<file path="src/rtl/core/assert_macros.svh">
// Assertion macros for the quaternion unit RTL.
// Included by the modules that carry concurrent checks; no other dependencies.
`ifndef ASSERT_MACROS_SVH
`define ASSERT_MACROS_SVH

// Check sampled on the rising edge, switched off while reset is high.
`define QAU_ASSERT(label, clk, rst, prop, msg) \
  label: assert property (@(posedge clk) disable iff (rst) prop) else $error(msg);

// Check sampled on the rising edge at all times, reset included.
`define QAU_ASSERT_ALWAYS(label, clk, prop, msg) \
  label: assert property (@(posedge clk) prop) else $error(msg);

`endif

</file>
<file path="src/rtl/core/qau_pkg.sv">
// Shared types and constants for the quaternion arithmetic unit.
// No dependencies; used by every module under rtl/core.
`default_nettype none

package qau_pkg;

  localparam int COMPONENT_WIDTH = 16;

  // component slots: x, y, z, w
  localparam int IX    = 0;
  localparam int IY    = 1;
  localparam int IZ    = 2;
  localparam int IW    = 3;
  localparam int LANES = 4;
  localparam int VEC   = 3;

  typedef enum logic [2:0] {
    OP_PRODUCT = 3'd0,
    OP_ROTATE  = 3'd1,
    OP_CONJ    = 3'd2,
    OP_DOT     = 3'd3,
    OP_SCALE   = 3'd4
  } op_t;

  // travels alongside the payload of every pipeline stage
  typedef struct packed {
    logic valid;
    op_t  op;
  } stage_ctl_t;

endpackage

`default_nettype wire

</file>
<file path="src/rtl/core/qau_round_stage.sv">
// Fifth and sixth pipeline stages: round half up to the component format,
// then saturate and hold the result for the output channel. Depends on qau_pkg.
`default_nettype none
`include "assert_macros.svh"

module qau_round_stage #(
  parameter int W = qau_pkg::COMPONENT_WIDTH
) (
  input  logic                   clk,
  input  logic                   rst,
  input  qau_pkg::stage_ctl_t    in_ctl,
  output logic                   in_ready,
  input  logic signed [3*W+3:0]  t [qau_pkg::LANES],
  output qau_pkg::stage_ctl_t    out_ctl,
  input  logic                   out_ready,
  output logic signed [W-1:0]    r [qau_pkg::LANES],
  output logic                   sat
);

  localparam int TW     = 3 * W + 4;
  localparam int F      = W - 2;
  localparam int SH_ROT = 3 * F;

  localparam logic [TW-1:0] HALF_F = {{(TW-1){1'b0}}, 1'b1} << (F - 1);
  localparam logic [TW-1:0] HALF_R = {{(TW-1){1'b0}}, 1'b1} << (SH_ROT - 1);

  localparam logic signed [TW-1:0] MAX_T = {{(TW-W+1){1'b0}}, {(W-1){1'b1}}};
  localparam logic signed [TW-1:0] MIN_T = {{(TW-W+1){1'b1}}, {(W-1){1'b0}}};
  localparam logic signed [W-1:0]  MAX_W = {1'b0, {(W-1){1'b1}}};
  localparam logic signed [W-1:0]  MIN_W = {1'b1, {(W-1){1'b0}}};

  qau_pkg::stage_ctl_t ctl5;
  logic                ready5;
  logic                ready6;

  logic signed [TW-1:0] sum_f [qau_pkg::LANES];
  logic signed [TW-1:0] sum_r [qau_pkg::LANES];
  logic signed [TW-1:0] rnd_next [qau_pkg::LANES];
  logic signed [TW-1:0] rnd [qau_pkg::LANES];
  logic signed [W-1:0]  clip_next [qau_pkg::LANES];
  logic [qau_pkg::LANES-1:0] clipped;

  assign ready6   = !out_ctl.valid || out_ready;
  assign ready5   = !ctl5.valid || ready6;
  assign in_ready = ready5;

  always_comb begin
    for (int k = 0; k < qau_pkg::LANES; k++) begin
      sum_f[k] = t[k] + HALF_F;
      sum_r[k] = t[k] + HALF_R;
      case (in_ctl.op)
        qau_pkg::OP_PRODUCT, qau_pkg::OP_DOT, qau_pkg::OP_SCALE: begin
          rnd_next[k] = sum_f[k] >>> F;
        end
        qau_pkg::OP_ROTATE: begin
          rnd_next[k] = sum_r[k] >>> SH_ROT;
        end
        default: begin
          // conjugate is already integral; unused codes carry zero
          rnd_next[k] = t[k];
        end
      endcase
    end
  end

  always_comb begin
    for (int k = 0; k < qau_pkg::LANES; k++) begin
      if (rnd[k] > MAX_T) begin
        clip_next[k] = MAX_W;
        clipped[k]   = 1'b1;
      end else if (rnd[k] < MIN_T) begin
        clip_next[k] = MIN_W;
        clipped[k]   = 1'b1;
      end else begin
        clip_next[k] = rnd[k][W-1:0];
        clipped[k]   = 1'b0;
      end
    end
  end

  always_ff @(posedge clk) begin
    if (rst) begin
      ctl5    <= '0;
      out_ctl <= '0;
    end else begin
      if (ready5) begin
        ctl5 <= in_ctl;
      end
      if (ready6) begin
        out_ctl <= ctl5;
      end
    end
  end

  always_ff @(posedge clk) begin
    if (ready5) begin
      rnd <= rnd_next;
    end
    if (ready6) begin
      r   <= clip_next;
      sat <= |clipped;
    end
  end

  `QAU_ASSERT(a_dot_xyz_zero, clk, rst, out_ctl.valid && out_ctl.op == qau_pkg::OP_DOT |-> r[qau_pkg::IX] == '0 && r[qau_pkg::IY] == '0 && r[qau_pkg::IZ] == '0, "dot result has nonzero vector part")
  `QAU_ASSERT(a_rot_w_zero, clk, rst, out_ctl.valid && out_ctl.op == qau_pkg::OP_ROTATE |-> r[qau_pkg::IW] == '0, "rotation result has nonzero w")
  `QAU_ASSERT(a_sat_at_bound, clk, rst, out_ctl.valid && sat |-> r[0] == MAX_W || r[0] == MIN_W || r[1] == MAX_W || r[1] == MIN_W || r[2] == MAX_W || r[2] == MIN_W || r[3] == MAX_W || r[3] == MIN_W, "saturation flag without a clipped component")

endmodule

`default_nettype wire

</file>
<file path="config.mk">
export PLATFORM = sky130hd
export DESIGN_NAME = qau_round_stage
export DESIGN_NICKNAME = d
export VERILOG_FILES = /design/src/rtl/core/qau_pkg.sv /design/src/rtl/core/qau_round_stage.sv
export VERILOG_INCLUDE_DIRS = /design/src /design/src/rtl/core
export SDC_FILE = /design/constraint.sdc
export NUM_CORES = 1
export LEC_CHECK = 0
export BUFFER_PORTS_ARGS = -buffer_cell sky130_fd_sc_hd__clkbuf_2
export CELL_PAD_IN_SITES_DETAIL_PLACEMENT = 2
export CELL_PAD_IN_SITES_GLOBAL_PLACEMENT = 2
export CORE_AREA = 2 2 221 223
export DETAILED_ROUTE_END_ITERATION = 16
export DIE_AREA = 0 0 223 225
export PLACE_DENSITY_LB_ADDON = 0.2
export SLEW_MARGIN = 20
export SYNTH_ARGS = -nofsm -noshare
export SYNTH_HDL_FRONTEND = slang
export SYNTH_SLANG_ARGS = --single-unit
</file>
<file path="constraint.sdc">
create_clock -name clk -period 8 [get_ports clk]
set_input_delay 1.2 -clock clk [delete_from_list [all_inputs] [get_ports clk]]
set_output_delay 1.2 -clock clk [all_outputs]
set_load 0.03 [all_outputs]
</file>
After elaboration in Yosys (flattened, before gate mapping). Index checks and enable logic that the tools add are counted.

Register bits: 281. Output and inout bits: 70. Input bits: 215.

$add $sub $neg: 8. Mux-type cells: 16. Equal/unequal tests: 3. Magnitude comparators: 8. Reduce and logical (&&, ||, !) cells: 7.

Operators with widths (number): $pmux W52 S2 (4); $add A52 B14 Y52 const B (4); $add A52 B42 Y52 const B (4); $gt A52 B16 Y1 const B (4); $lt A52 B16 Y1 const B (4); $mux W16 (4); $mux W1 (8); $reduce_or A4 Y1 (1); $eq A3 B1 Y1 const B (1); $eq A3 B2 Y1 const B (1); $eq A3 B3 Y1 const B (1); $logic_not A3 Y1 (1); $reduce_or A3 Y1 (1); $logic_not A1 Y1 (2); $logic_or A1 B1 Y1 (2).

Depth between registers and ports, before layout.
Word-level depth: 4. Mapped depth: 9. Mapped depth without buffers: 6.

Least setup slack after synthesis. Ideal clock, no wire load.

Path type: input -> output. Start point: in out_ready. End point: out in_ready. Arrival: 6.056 ns. Stages: 3. Setup slack: 0.744 ns. Buffers on the path: 1. Required time: 6.800 ns. Cells stage by stage: nor2b_1 clkbuf_1 nand2_1.

Longest elaborated chain between the ends: 2.

Ends and longest elaborated chain: start: declaration (RTL line qau_round_stage.sv:15) `input logic out_ready,`; $logic_or A1 B1 Y1 (RTL line qau_round_stage.sv:43) `assign ready6 = !out_ctl.valid || out_ready;`; $logic_or A1 B1 Y1 (RTL line qau_round_stage.sv:44) `assign ready5 = !ctl5.valid || ready6;`; end: declaration (RTL line qau_round_stage.sv:12) `output logic in_ready,`.

No other way between the ends.

Worst setup path after layout. Ends and elaborated chain as after synthesis.

==> reports/qor.yml <==
vias_per_cell: 5.90
timing.rr.end: "rnd[179]$_DFFE_PP_"
io_pins: 285
arrival_ps: 2910
hold_path_class: "reg2reg"
grt_max_degree: 148
clock_path_buffers: 3
holdPathEnd: "ctl5[2]$_SDFFE_PP0P_"
avgSynthCellArea_um2: 9.53
status: "finished, final reports clean"
setup_ws_ps: 3890
slew_headroom_pct: 24.1
wire_per_inst_um: 26.4
dr_total_vias: 15400
comb_power_share_pct: 17.1
netlist.area_leader.share_pct: 49.6
finClkSkew_ps: 14.4
worstPathRequired_ps: 6800
synth_cell_types: 66
powerDensity_nw_per_um2: 212
die_w_um: 223
gp_congestion: 0.875
numPortBuffers: 284
die_area_um2: 50200
cts_max_level: 2
finalNetCount: 2199
grt_pass1_wl_mm: 104
final_util_pct: 41.6
cts-root-buf: "clkbuf_16"
synthFlopType: "edfxtp_1"
r2r_setup_slack_ps: 4860
ir_drop_mv: 0.116
setup_tns_ps: 0
synth-edff-count: 273
hold_viol: 0
syn_inst: 1736
rsz0062_at_grt: "no"
min_path_cells: 2
finalSetupViolCount: 0
core_um2: 47500
drt-total-wl_mm: 69.2
firstDrtPassIters: 5
end_kind: "primary output"
leakage_nw: 7.46
p_int_mw: 2.95
cts_hold_buf: 0
final-instance-count-excl-fill: 2617
cts.clk_slew.worst_paths_ps: 50
antenna_left: 0
grt_pass1_vias: 16400
yosysSeqAreaShare_pct: 50.5
ctsResizeCount: 0
syn_nets: 1959
drtIter0Drc: 1172
dp_slack_ps: 3670
overflow: 0
async_reset_ff_share_pct: 0
cts_tree: "built"
synth_area_leader_cell: "edfxtp_1"
worstMarginPinSlew_ps: 1130
startpoint_type: "input port"
dpl.hpwl_mm: 50.2
sequentialPowerShare_pct: 45.4
antenna_found_initial: 3
clkPwrFrac_pct: 37.5
netSwitchingPower_mw: 1.25
worstSkewPairLatency_ps: 550
totalPowerFinal_mw: 4.20
drv_slew: 0
place_inst: 2553
fmax_mhz: 243
ys_top_cells_by_area: "edfxtp_1, nand2_1, xnor2_1, xor2_1, nand4_1"
crit_fanout: 45
cts_sinks: 281
initial_core_util_pct: 34.8
swShare_pct: 29.9
reg2reg_from: "out_ctl[3]$_SDFFE_PP0P_"
rr_worst_depth: 4
numCtsBuffers: 36
fillCellCount: 5153
drv_cap: 0
area_delta_synth_final_pct: 19.6
row_count: 80
min_period_ps: 4110
ys_ff_latch: 281
drc: 0
fin_crit_sh_pct: 51.4
layout-drive-gt1-share_pct: 20.1
grtUsageTotal_pct: 27.4
die_h_um: 225
postCtsSetupBuffers: 0
crit_type: "in2out"
syn_area_um2: 16500
synth-warning-count: 0
hp-start: "ctl5[2]$_SDFFE_PP0P_"
-- area by class of cell --
type / instances / area (um2) / share of cell area (%)
antenna: 1 / 2.50 / 0.0127
clock buffer: 44 / 952 / 4.81
sequential: 281 / 8360 / 42.3
tap: 615 / 769 / 3.89
clock inverter: 19 / 146 / 0.740
inverter: 27 / 103 / 0.519
timing repair buffer: 313 / 1650 / 8.35
multi-input combinational: 1317 / 7790 / 39.4
-- per-layer routing --
layer | part of all wire, % | GRT usage (%)
met5 | 0.036 | 0
met4 | 2.5 | 7.40
met3 | 5.7 | 4.46
met2 | 48 | 46.4
met1 | 44 | 36.3
-- power groups by stage --
stage,registers (mW),clock network [mW],logic [mW]
3_5_place_dp,1.94,0,0.715
3_3_place_gp,1.92,0,0.690
2_1_floorplan,1.99,0,0.312
4_1_cts,1.91,1.60,0.720
6_report,1.91,1.57,0.718
5_1_grt,1.92,1.65,0.779
-- Yosys cell counts, types with 23 or more instances --
master / n
nand2_1: 298
edfxtp_1: 273
o21ai_0: 115
nor2_1: 111
a21oi_1: 107
nand4_1: 94
clkbuf_1: 90
xnor2_1: 74
xor2_1: 74
nand3_1: 71
nor4_1: 67
nor3_1: 44
inv_1: 26
mux2i_1: 25
and3_1: 23
-- through the flow --
stage               area (um2)  hold slack [ps]
detailed placement       18700              475
CTS                      19800              485
floorplan                16500              443
finish                   19800              481
global placement         18700              461
global route             19800              532
-- worst max-delay path, stage by stage --
cell and delay, ps:
clkbuf_2 80, nor2b_1 690, nand2_4 560, clkbuf_2 340
-- cell families after synthesis --
kind of cell / after synthesis / share of synthesized area (%)
xor gates and xnor gates: 148 / 7.84
and+or+nand+nor: 792 / 23.6
adders and majority gates: 8 / 0.605
muxes: 27 / 1.65
DFF: 281 / 50.5
AOI/OAI and AO/OA: 342 / 12.6
buffers and inverters: 138 / 3.23
-- flip-flops by register name (all words and copies together) (netlist names) --
name / flops
ctl5: 4
out_ctl: 4
rnd: 208
r: 64
sat: 1
-- how the worst max path moves through the flow --
stage / from / end / slack, ps / cells past startpoint
2_1_floorplan: out_ready / in_ready / 740 / 3
6_report: out_ready / in_ready / 3890 / 4
3_3_place_gp: in_ctl[2] / rnd[98]$_DFFE_PP_ / 3850 / 7
3_5_place_dp: t[169] / rnd[198]$_DFFE_PP_ / 3670 / 7
4_1_cts: out_ready / in_ready / 3880 / 4
5_1_grt: out_ready / in_ready / 3740 / 4
-- placed cells by master (no fill, tap or decap), types with 37 or more instances in the layout --
cell type,n
nor4_1,64
nand2_1,297
nor2_1,110
clkbuf_16,37
edfxtp_1,273
a21oi_1,105
clkbuf_2,284
xnor2_1,74
nand4_1,94
nor3_1,44
nand3_1,71
o21ai_0,114
xor2_1,74
Power figures use the tool's default switching activity.
