===== src/rtl/core/assert_macros.svh =====
// Assertion macros for the quaternion unit RTL.
// Included by the modules that carry concurrent checks; no other dependencies.
`ifndef ASSERT_MACROS_SVH
`define ASSERT_MACROS_SVH

// Check sampled on the rising edge, switched off while reset is high.
`define QAU_ASSERT(label, clk, rst, prop, msg) \
  label: assert property (@(posedge clk) disable iff (rst) prop) else $error(msg);

// Check sampled on the rising edge at all times, reset included.
`define QAU_ASSERT_ALWAYS(label, clk, prop, msg) \
  label: assert property (@(posedge clk) prop) else $error(msg);

`endif


===== src/rtl/core/qau_pkg.sv =====
// Shared types and constants for the quaternion arithmetic unit.
// No dependencies; used by every module under rtl/core.
`default_nettype none

package qau_pkg;

  localparam int COMPONENT_WIDTH = 16;

  // component slots: x, y, z, w
  localparam int IX    = 0;
  localparam int IY    = 1;
  localparam int IZ    = 2;
  localparam int IW    = 3;
  localparam int LANES = 4;
  localparam int VEC   = 3;

  typedef enum logic [2:0] {
    OP_PRODUCT = 3'd0,
    OP_ROTATE  = 3'd1,
    OP_CONJ    = 3'd2,
    OP_DOT     = 3'd3,
    OP_SCALE   = 3'd4
  } op_t;

  // travels alongside the payload of every pipeline stage
  typedef struct packed {
    logic valid;
    op_t  op;
  } stage_ctl_t;

endpackage

`default_nettype wire


===== src/rtl/core/qau_sum_stage.sv =====
// Second pipeline stage: signed sums of the products per operation,
// cross product u x v for rotation, negation for conjugate. Depends on qau_pkg.
`default_nettype none

module qau_sum_stage #(
  parameter int W = qau_pkg::COMPONENT_WIDTH
) (
  input  logic                   clk,
  input  logic                   rst,
  input  qau_pkg::stage_ctl_t    in_ctl,
  output logic                   in_ready,
  input  logic signed [2*W-1:0]  prod [qau_pkg::LANES][qau_pkg::LANES],
  input  logic signed [W-1:0]    a [qau_pkg::LANES],
  input  logic signed [W-1:0]    v [qau_pkg::VEC],
  output qau_pkg::stage_ctl_t    out_ctl,
  input  logic                   out_ready,
  output logic signed [2*W+1:0]  acc [qau_pkg::LANES],
  output logic signed [W-1:0]    a_q [qau_pkg::LANES],
  output logic signed [W-1:0]    v_q [qau_pkg::VEC]
);

  localparam int PW = 2 * W;
  localparam int AW = 2 * W + 2;

  logic signed [AW-1:0] pe [qau_pkg::LANES][qau_pkg::LANES];
  logic signed [AW-1:0] ae [qau_pkg::LANES];
  logic signed [AW-1:0] acc_next [qau_pkg::LANES];

  assign in_ready = !out_ctl.valid || out_ready;

  always_comb begin
    for (int i = 0; i < qau_pkg::LANES; i++) begin
      for (int j = 0; j < qau_pkg::LANES; j++) begin
        pe[i][j] = {{(AW-PW){prod[i][j][PW-1]}}, prod[i][j]};
      end
      ae[i] = {{(AW-W){a[i][W-1]}}, a[i]};
    end
  end

  always_comb begin
    for (int i = 0; i < qau_pkg::LANES; i++) begin
      acc_next[i] = '0;
    end
    case (in_ctl.op)
      qau_pkg::OP_PRODUCT: begin
        acc_next[qau_pkg::IX] = pe[qau_pkg::IW][qau_pkg::IX] + pe[qau_pkg::IX][qau_pkg::IW]
                              + pe[qau_pkg::IY][qau_pkg::IZ] - pe[qau_pkg::IZ][qau_pkg::IY];
        acc_next[qau_pkg::IY] = pe[qau_pkg::IW][qau_pkg::IY] - pe[qau_pkg::IX][qau_pkg::IZ]
                              + pe[qau_pkg::IY][qau_pkg::IW] + pe[qau_pkg::IZ][qau_pkg::IX];
        acc_next[qau_pkg::IZ] = pe[qau_pkg::IW][qau_pkg::IZ] + pe[qau_pkg::IX][qau_pkg::IY]
                              - pe[qau_pkg::IY][qau_pkg::IX] + pe[qau_pkg::IZ][qau_pkg::IW];
        acc_next[qau_pkg::IW] = pe[qau_pkg::IW][qau_pkg::IW] - pe[qau_pkg::IX][qau_pkg::IX]
                              - pe[qau_pkg::IY][qau_pkg::IY] - pe[qau_pkg::IZ][qau_pkg::IZ];
      end
      qau_pkg::OP_ROTATE: begin
        // c = u x v, full precision
        acc_next[qau_pkg::IX] = pe[qau_pkg::IY][qau_pkg::IZ] - pe[qau_pkg::IZ][qau_pkg::IY];
        acc_next[qau_pkg::IY] = pe[qau_pkg::IZ][qau_pkg::IX] - pe[qau_pkg::IX][qau_pkg::IZ];
        acc_next[qau_pkg::IZ] = pe[qau_pkg::IX][qau_pkg::IY] - pe[qau_pkg::IY][qau_pkg::IX];
      end
      qau_pkg::OP_CONJ: begin
        acc_next[qau_pkg::IX] = -ae[qau_pkg::IX];
        acc_next[qau_pkg::IY] = -ae[qau_pkg::IY];
        acc_next[qau_pkg::IZ] = -ae[qau_pkg::IZ];
        acc_next[qau_pkg::IW] = ae[qau_pkg::IW];
      end
      qau_pkg::OP_DOT: begin
        acc_next[qau_pkg::IW] = pe[qau_pkg::IX][qau_pkg::IX] + pe[qau_pkg::IY][qau_pkg::IY]
                              + pe[qau_pkg::IZ][qau_pkg::IZ] + pe[qau_pkg::IW][qau_pkg::IW];
      end
      qau_pkg::OP_SCALE: begin
        for (int i = 0; i < qau_pkg::LANES; i++) begin
          acc_next[i] = pe[i][i];
        end
      end
      default: begin
        for (int i = 0; i < qau_pkg::LANES; i++) begin
          acc_next[i] = '0;
        end
      end
    endcase
  end

  always_ff @(posedge clk) begin
    if (rst) begin
      out_ctl <= '0;
    end else if (in_ready) begin
      out_ctl <= in_ctl;
    end
  end

  always_ff @(posedge clk) begin
    if (in_ready) begin
      acc <= acc_next;
      a_q <= a;
      v_q <= v;
    end
  end

endmodule

`default_nettype wire


===== config.mk =====
export PLATFORM = sky130hd
export DESIGN_NAME = qau_sum_stage
export DESIGN_NICKNAME = d
export VERILOG_FILES = /design/src/rtl/core/assert_macros.svh /design/src/rtl/core/qau_pkg.sv /design/src/rtl/core/qau_sum_stage.sv
export SDC_FILE = /design/constraint.sdc
export NUM_CORES = 2
export LEC_CHECK = 0
export BUFFER_PORTS_ARGS = -buffer_cell sky130_fd_sc_hd__clkbuf_2
export CAP_MARGIN = 40
export CORE_AREA = 2 2 345 347
export CTS_CLUSTER_SIZE = 40
export DETAILED_ROUTE_END_ITERATION = 7
export DIE_AREA = 0 0 347 349
export MAX_ROUTING_LAYER = met4
export PLACE_DENSITY_LB_ADDON = 0.3
export REMOVE_ABC_BUFFERS = 1
export SLEW_MARGIN = 20
export SYNTH_ARGS = -nofsm -noshare
export SYNTH_HDL_FRONTEND = slang
export SYNTH_SLANG_ARGS = --single-unit

===== constraint.sdc =====
create_clock -name clk -period 12.9 [get_ports clk]
set_input_delay 2.58 -clock clk [delete_from_list [all_inputs] [get_ports clk]]
set_output_delay 2.58 -clock clk [all_outputs]
set_load 0.05 [all_outputs]

Word-level counts from Yosys, hierarchy flattened
Cells that the tools add are included.
{ "classes": {"n_addsub": 21, "n_eq_ne": 4, "mux": 2, "reduce_logical": 3} }
{ "ops": {"columns": ["operator", "count"], "rows": [
  ["one-hot mux 102 bit (4 select lines)", 1],
  ["subtractor 32 x 32 -> 33 bit", 5],
  ["one-hot mux 34 bit (4 select lines)", 1],
  ["adder 33 x 32 -> 34 bit", 3],
  ["adder 34 x 32 -> 34 bit", 3],
  ["negator 16 -> 34 bit", 3],
  ["adder 32 x 32 -> 33 bit", 3],
  ["subtractor 33 x 32 -> 34 bit", 2],
  ["subtractor 34 x 32 -> 34 bit", 2],
  ["== test 3 x 2 -> 1 bit, second input constant", 2],
  ["== test 3 x 1 -> 1 bit, second input constant", 1],
  ["== test 3 bit, second input constant", 1],
  ["logical NOT 3 bit", 1],
  ["logical NOT 1 bit", 1],
  ["logical OR 1 bit", 1]
]} }
{ "totals": {"ff_bits": 252, "out_inout_bits": 253, "elab_cells": 43} }

Depth between registers and ports, before layout
{ "depth": {"depth_word": 4, "depth_mapped": 16, "mapped_depth_nobuf": 16} }

Worst setup path before layout
Ideal clock, no wire load.
{ "synth_path": {"kind": "input port to output port", "from": "in out_ready", "to": "out in_ready", "t_arrival_ps": 9919, "required_ps": 10320, "slack_ps": 401, "cell_stages": 2, "path_buffers": 1, "path_cell_list": "nand2b_1 -> clkbuf_1"} }
{ "synth_between": {"elab_chain_cells": 1} }
{ "synth_rtl": {"columns": ["element", "line_no", "rtl"], "rows": [
  ["start: declaration", "qau_sum_stage.sv:16", "input logic out_ready,"],
  ["logical OR 1 bit", "qau_sum_stage.sv:29", "assign in_ready = !out_ctl.valid || out_ready;"],
  ["end: declaration", "qau_sum_stage.sv:11", "output logic in_ready,"]
]} }
No other way between the ends.

==> flow_summary.yaml <==
status:
  status: "complete, no violations"
synth:
  synth-edff-count: 248
  yosysWarnings: 0
  synth_top_cell_area_share_pct: 21.9
  synth_cell_types: 82
  yosys-top-cells-area: "edfxtp_1, fa_1, inv_1, ha_1, a21oi_1"
  synth_ff_type: "edfxtp_1"
  netlist_area_mm2: 0.0341
  synthCells: 3917
  async_flop_share_pct: 0
  syn-mean-instance-area_um2: 8.69
  seq_area_frac_synth_pct: 22.1
  ys_ff_latch: 252
  synth_top_area_cell: "edfxtp_1"
clocking:
  cts.sinks: 252
  post_cts_buffers: 0
  clkSlewWorstSetupHoldPaths_ns: 0.06
  clockBufferDepth: 3
  clock_latency_ns: 0.61
  cts_tree: "built"
  cts_buffers: 39
  cts_hold_buf: 0
  htree_levels: 2
  clock-root-buffer: "clkbuf_16"
  cts_resized: 0
route:
  vias: 32400
  postRouteAntennaNets: 0
  via_per_inst: 5.09
  drt_iter0_drc: 2389
  first_pass_iters: 6
  finalWirelength_mm: 155
  wire_per_inst_um: 24.4
  drc_errors: 0
global_routing:
  grt_pass1_vias: 32605
  antenna_found_initial: 32
  grt_max_degree: 49
  track_usage_pct: 25.6
  grt-ovfl-total: 0
  grt_pass1_wl_mm: 221
pwr:
  ir_drop_mv: 0.100
  p_per_area_mw_per_mm2: 139
  leakage_nw: 21.3
timing:
  rsz0062_at_grt: "no"
  slew_headroom_pct: 44.2
  min_period_over_period_pct: 52.4
  worst_pin_slew_ns: 0.837
  fin_skew_ns: 0.0156
  finalHoldViolCount: 0
  fin_ws_ns: 6.15
  max_freq_mhz: 148
  period_needed_ns: 6.75
  setup_tns_ns: 0
  finalSetupViolCount: 0
  slew_viol_final: 0
die:
  ioPinCount: 884
  start_util_pct: 29.0
  die_h_um: 349
  die-area_mm2: 0.121
  die_w_um: 347
  rows: 126
  coreArea_mm2: 0.117
layout:
  layout_commonest_cell: "inv_1"
  nNetsFinal: 5998
  drive_gt1_share_pct: 21.4
  fin_util_pct: 35.5
  fill_cells: 12364
  syn_to_final_growth_pct: 22.4
  mostFrequentLayoutCells: "inv_1, clkbuf_2, fa_1"
setup_path:
  cp_max_fo: 5
  end_kind: "register"
  critical_path_class: "in2reg"
  cp-start-kind: "primary input"
  worstPathArrival_ns: 7.08
  crit_required_ns: 13.23
place:
  hpwl_mm: 131
  port_buffers: 883
  dp_slack_ns: 5.40
  place_congestion: 0.962
flow_run:
  max_cap_viol_count: 0
hold_path:
  hp-class: "reg2reg"
[path summary, 6_finish.rpt]
path	start	to	slack, ns	cells past startpoint
worst max-delay path	prod[354]	acc[64]	6.15	16
worst min-delay path	out_ctl[0]	out_ctl[0]	0.50	2
worst max register to register	out_ctl[3]	acc[97]	10.52	4
worst min register to register	out_ctl[0]	out_ctl[0]	0.50	2
[state kept, by name, summed over array words and instances, names as in the netlist]
| name | flops |
|---|---|
| out_ctl | 4 |
| a_q | 64 |
| v_q | 48 |
| acc | 136 |
[area by class of cell]
cell class / instances / area, um^2 / area share [%]
well taps: 1536 / 1920 / 4.61
clock buffers: 42 / 987 / 2.37
diodes: 24 / 60.1 / 0.144
inverters: 935 / 3510 / 8.42
multi-input cells: 2619 / 22700 / 54.4
clock inverters: 29 / 213 / 0.510
flip-flops and latches: 252 / 7530 / 18.1
repair buffers: 923 / 4780 / 11.5
[routing by layer]
metal  global-route usage, %  routed length (um)  up-vias
met5                       -                   0        -
met2                    43.2               75800     1197
met3                    4.86                9920      175
li1                        -                   -    15012
met1                    31.1               64700    16016
met4                    7.54                4400        0
[through the flow]
step | power, mW | hold WS, ns | instances | area (um^2)
after global routing | 6.18 | 0.526 | 6358 | 41700
after floorplan | 3.62 | 0.733 | 3806 | 33600
after CTS | 5.79 | 0.504 | 6333 | 41600
after detailed placement | 4.69 | 0.490 | 6262 | 40400
final | 5.77 | 0.496 | 6360 | 41700
after global placement | 4.68 | 0.475 | 6256 | 40300
[cells in the mapped netlist (all sizes together) (40+ instances only)]
cell type  instances
a21o             110
edfxtp           248
xor2             109
fa               328
xnor2            127
a21oi            256
nand2            197
nor3              50
ha               269
a221oi            44
o21ai            236
nor2             175
nand3             73
clkbuf           103
nand2b            40
inv              935
[where the power goes]
part | switching, mW | leakage (nW) | internal, mW
clock | 0.486 | 0.573 | 0.578
combinational | 2.34 | 18.0 | 1.28
sequential | 0.0513 | 2.71 | 1.04
total | 2.87 | 21.3 | 2.90
[critical path, cell delays in order]
cell	delay (ns)
clkbuf_2	0.13
inv_1	0.08
fa_1	0.49
inv_1	0.05
fa_1	0.56
inv_1	0.06
ha_1	0.30
a211oi_1	0.37
nor4_1	0.12
a211oi_1	0.54
nand3_1	0.33
a31oi_1	0.61
nor2_1	0.15
a221oi_1	0.35
xor2_1	0.20
o221ai_1	0.14
[cells by family (layout without fill, tap and decap cells)]
family                   Yosys count  after routing  share of synthesized area (%)
AO/OA/AOI/OAI                   1046           1046                           20.3
XOR/XNOR                         236            236                           6.07
adder cells (fa/ha/maj)          597            597                           29.2
buffers and inverters           1046           1929                           11.5
flip-flops                       252            252                           22.1
multiplexers                      17             17                          0.511
other                              0             24                              0
AND/OR/NAND/NOR                  723            723                           10.3
No activity file was read; power rests on OpenSTA's default activity.
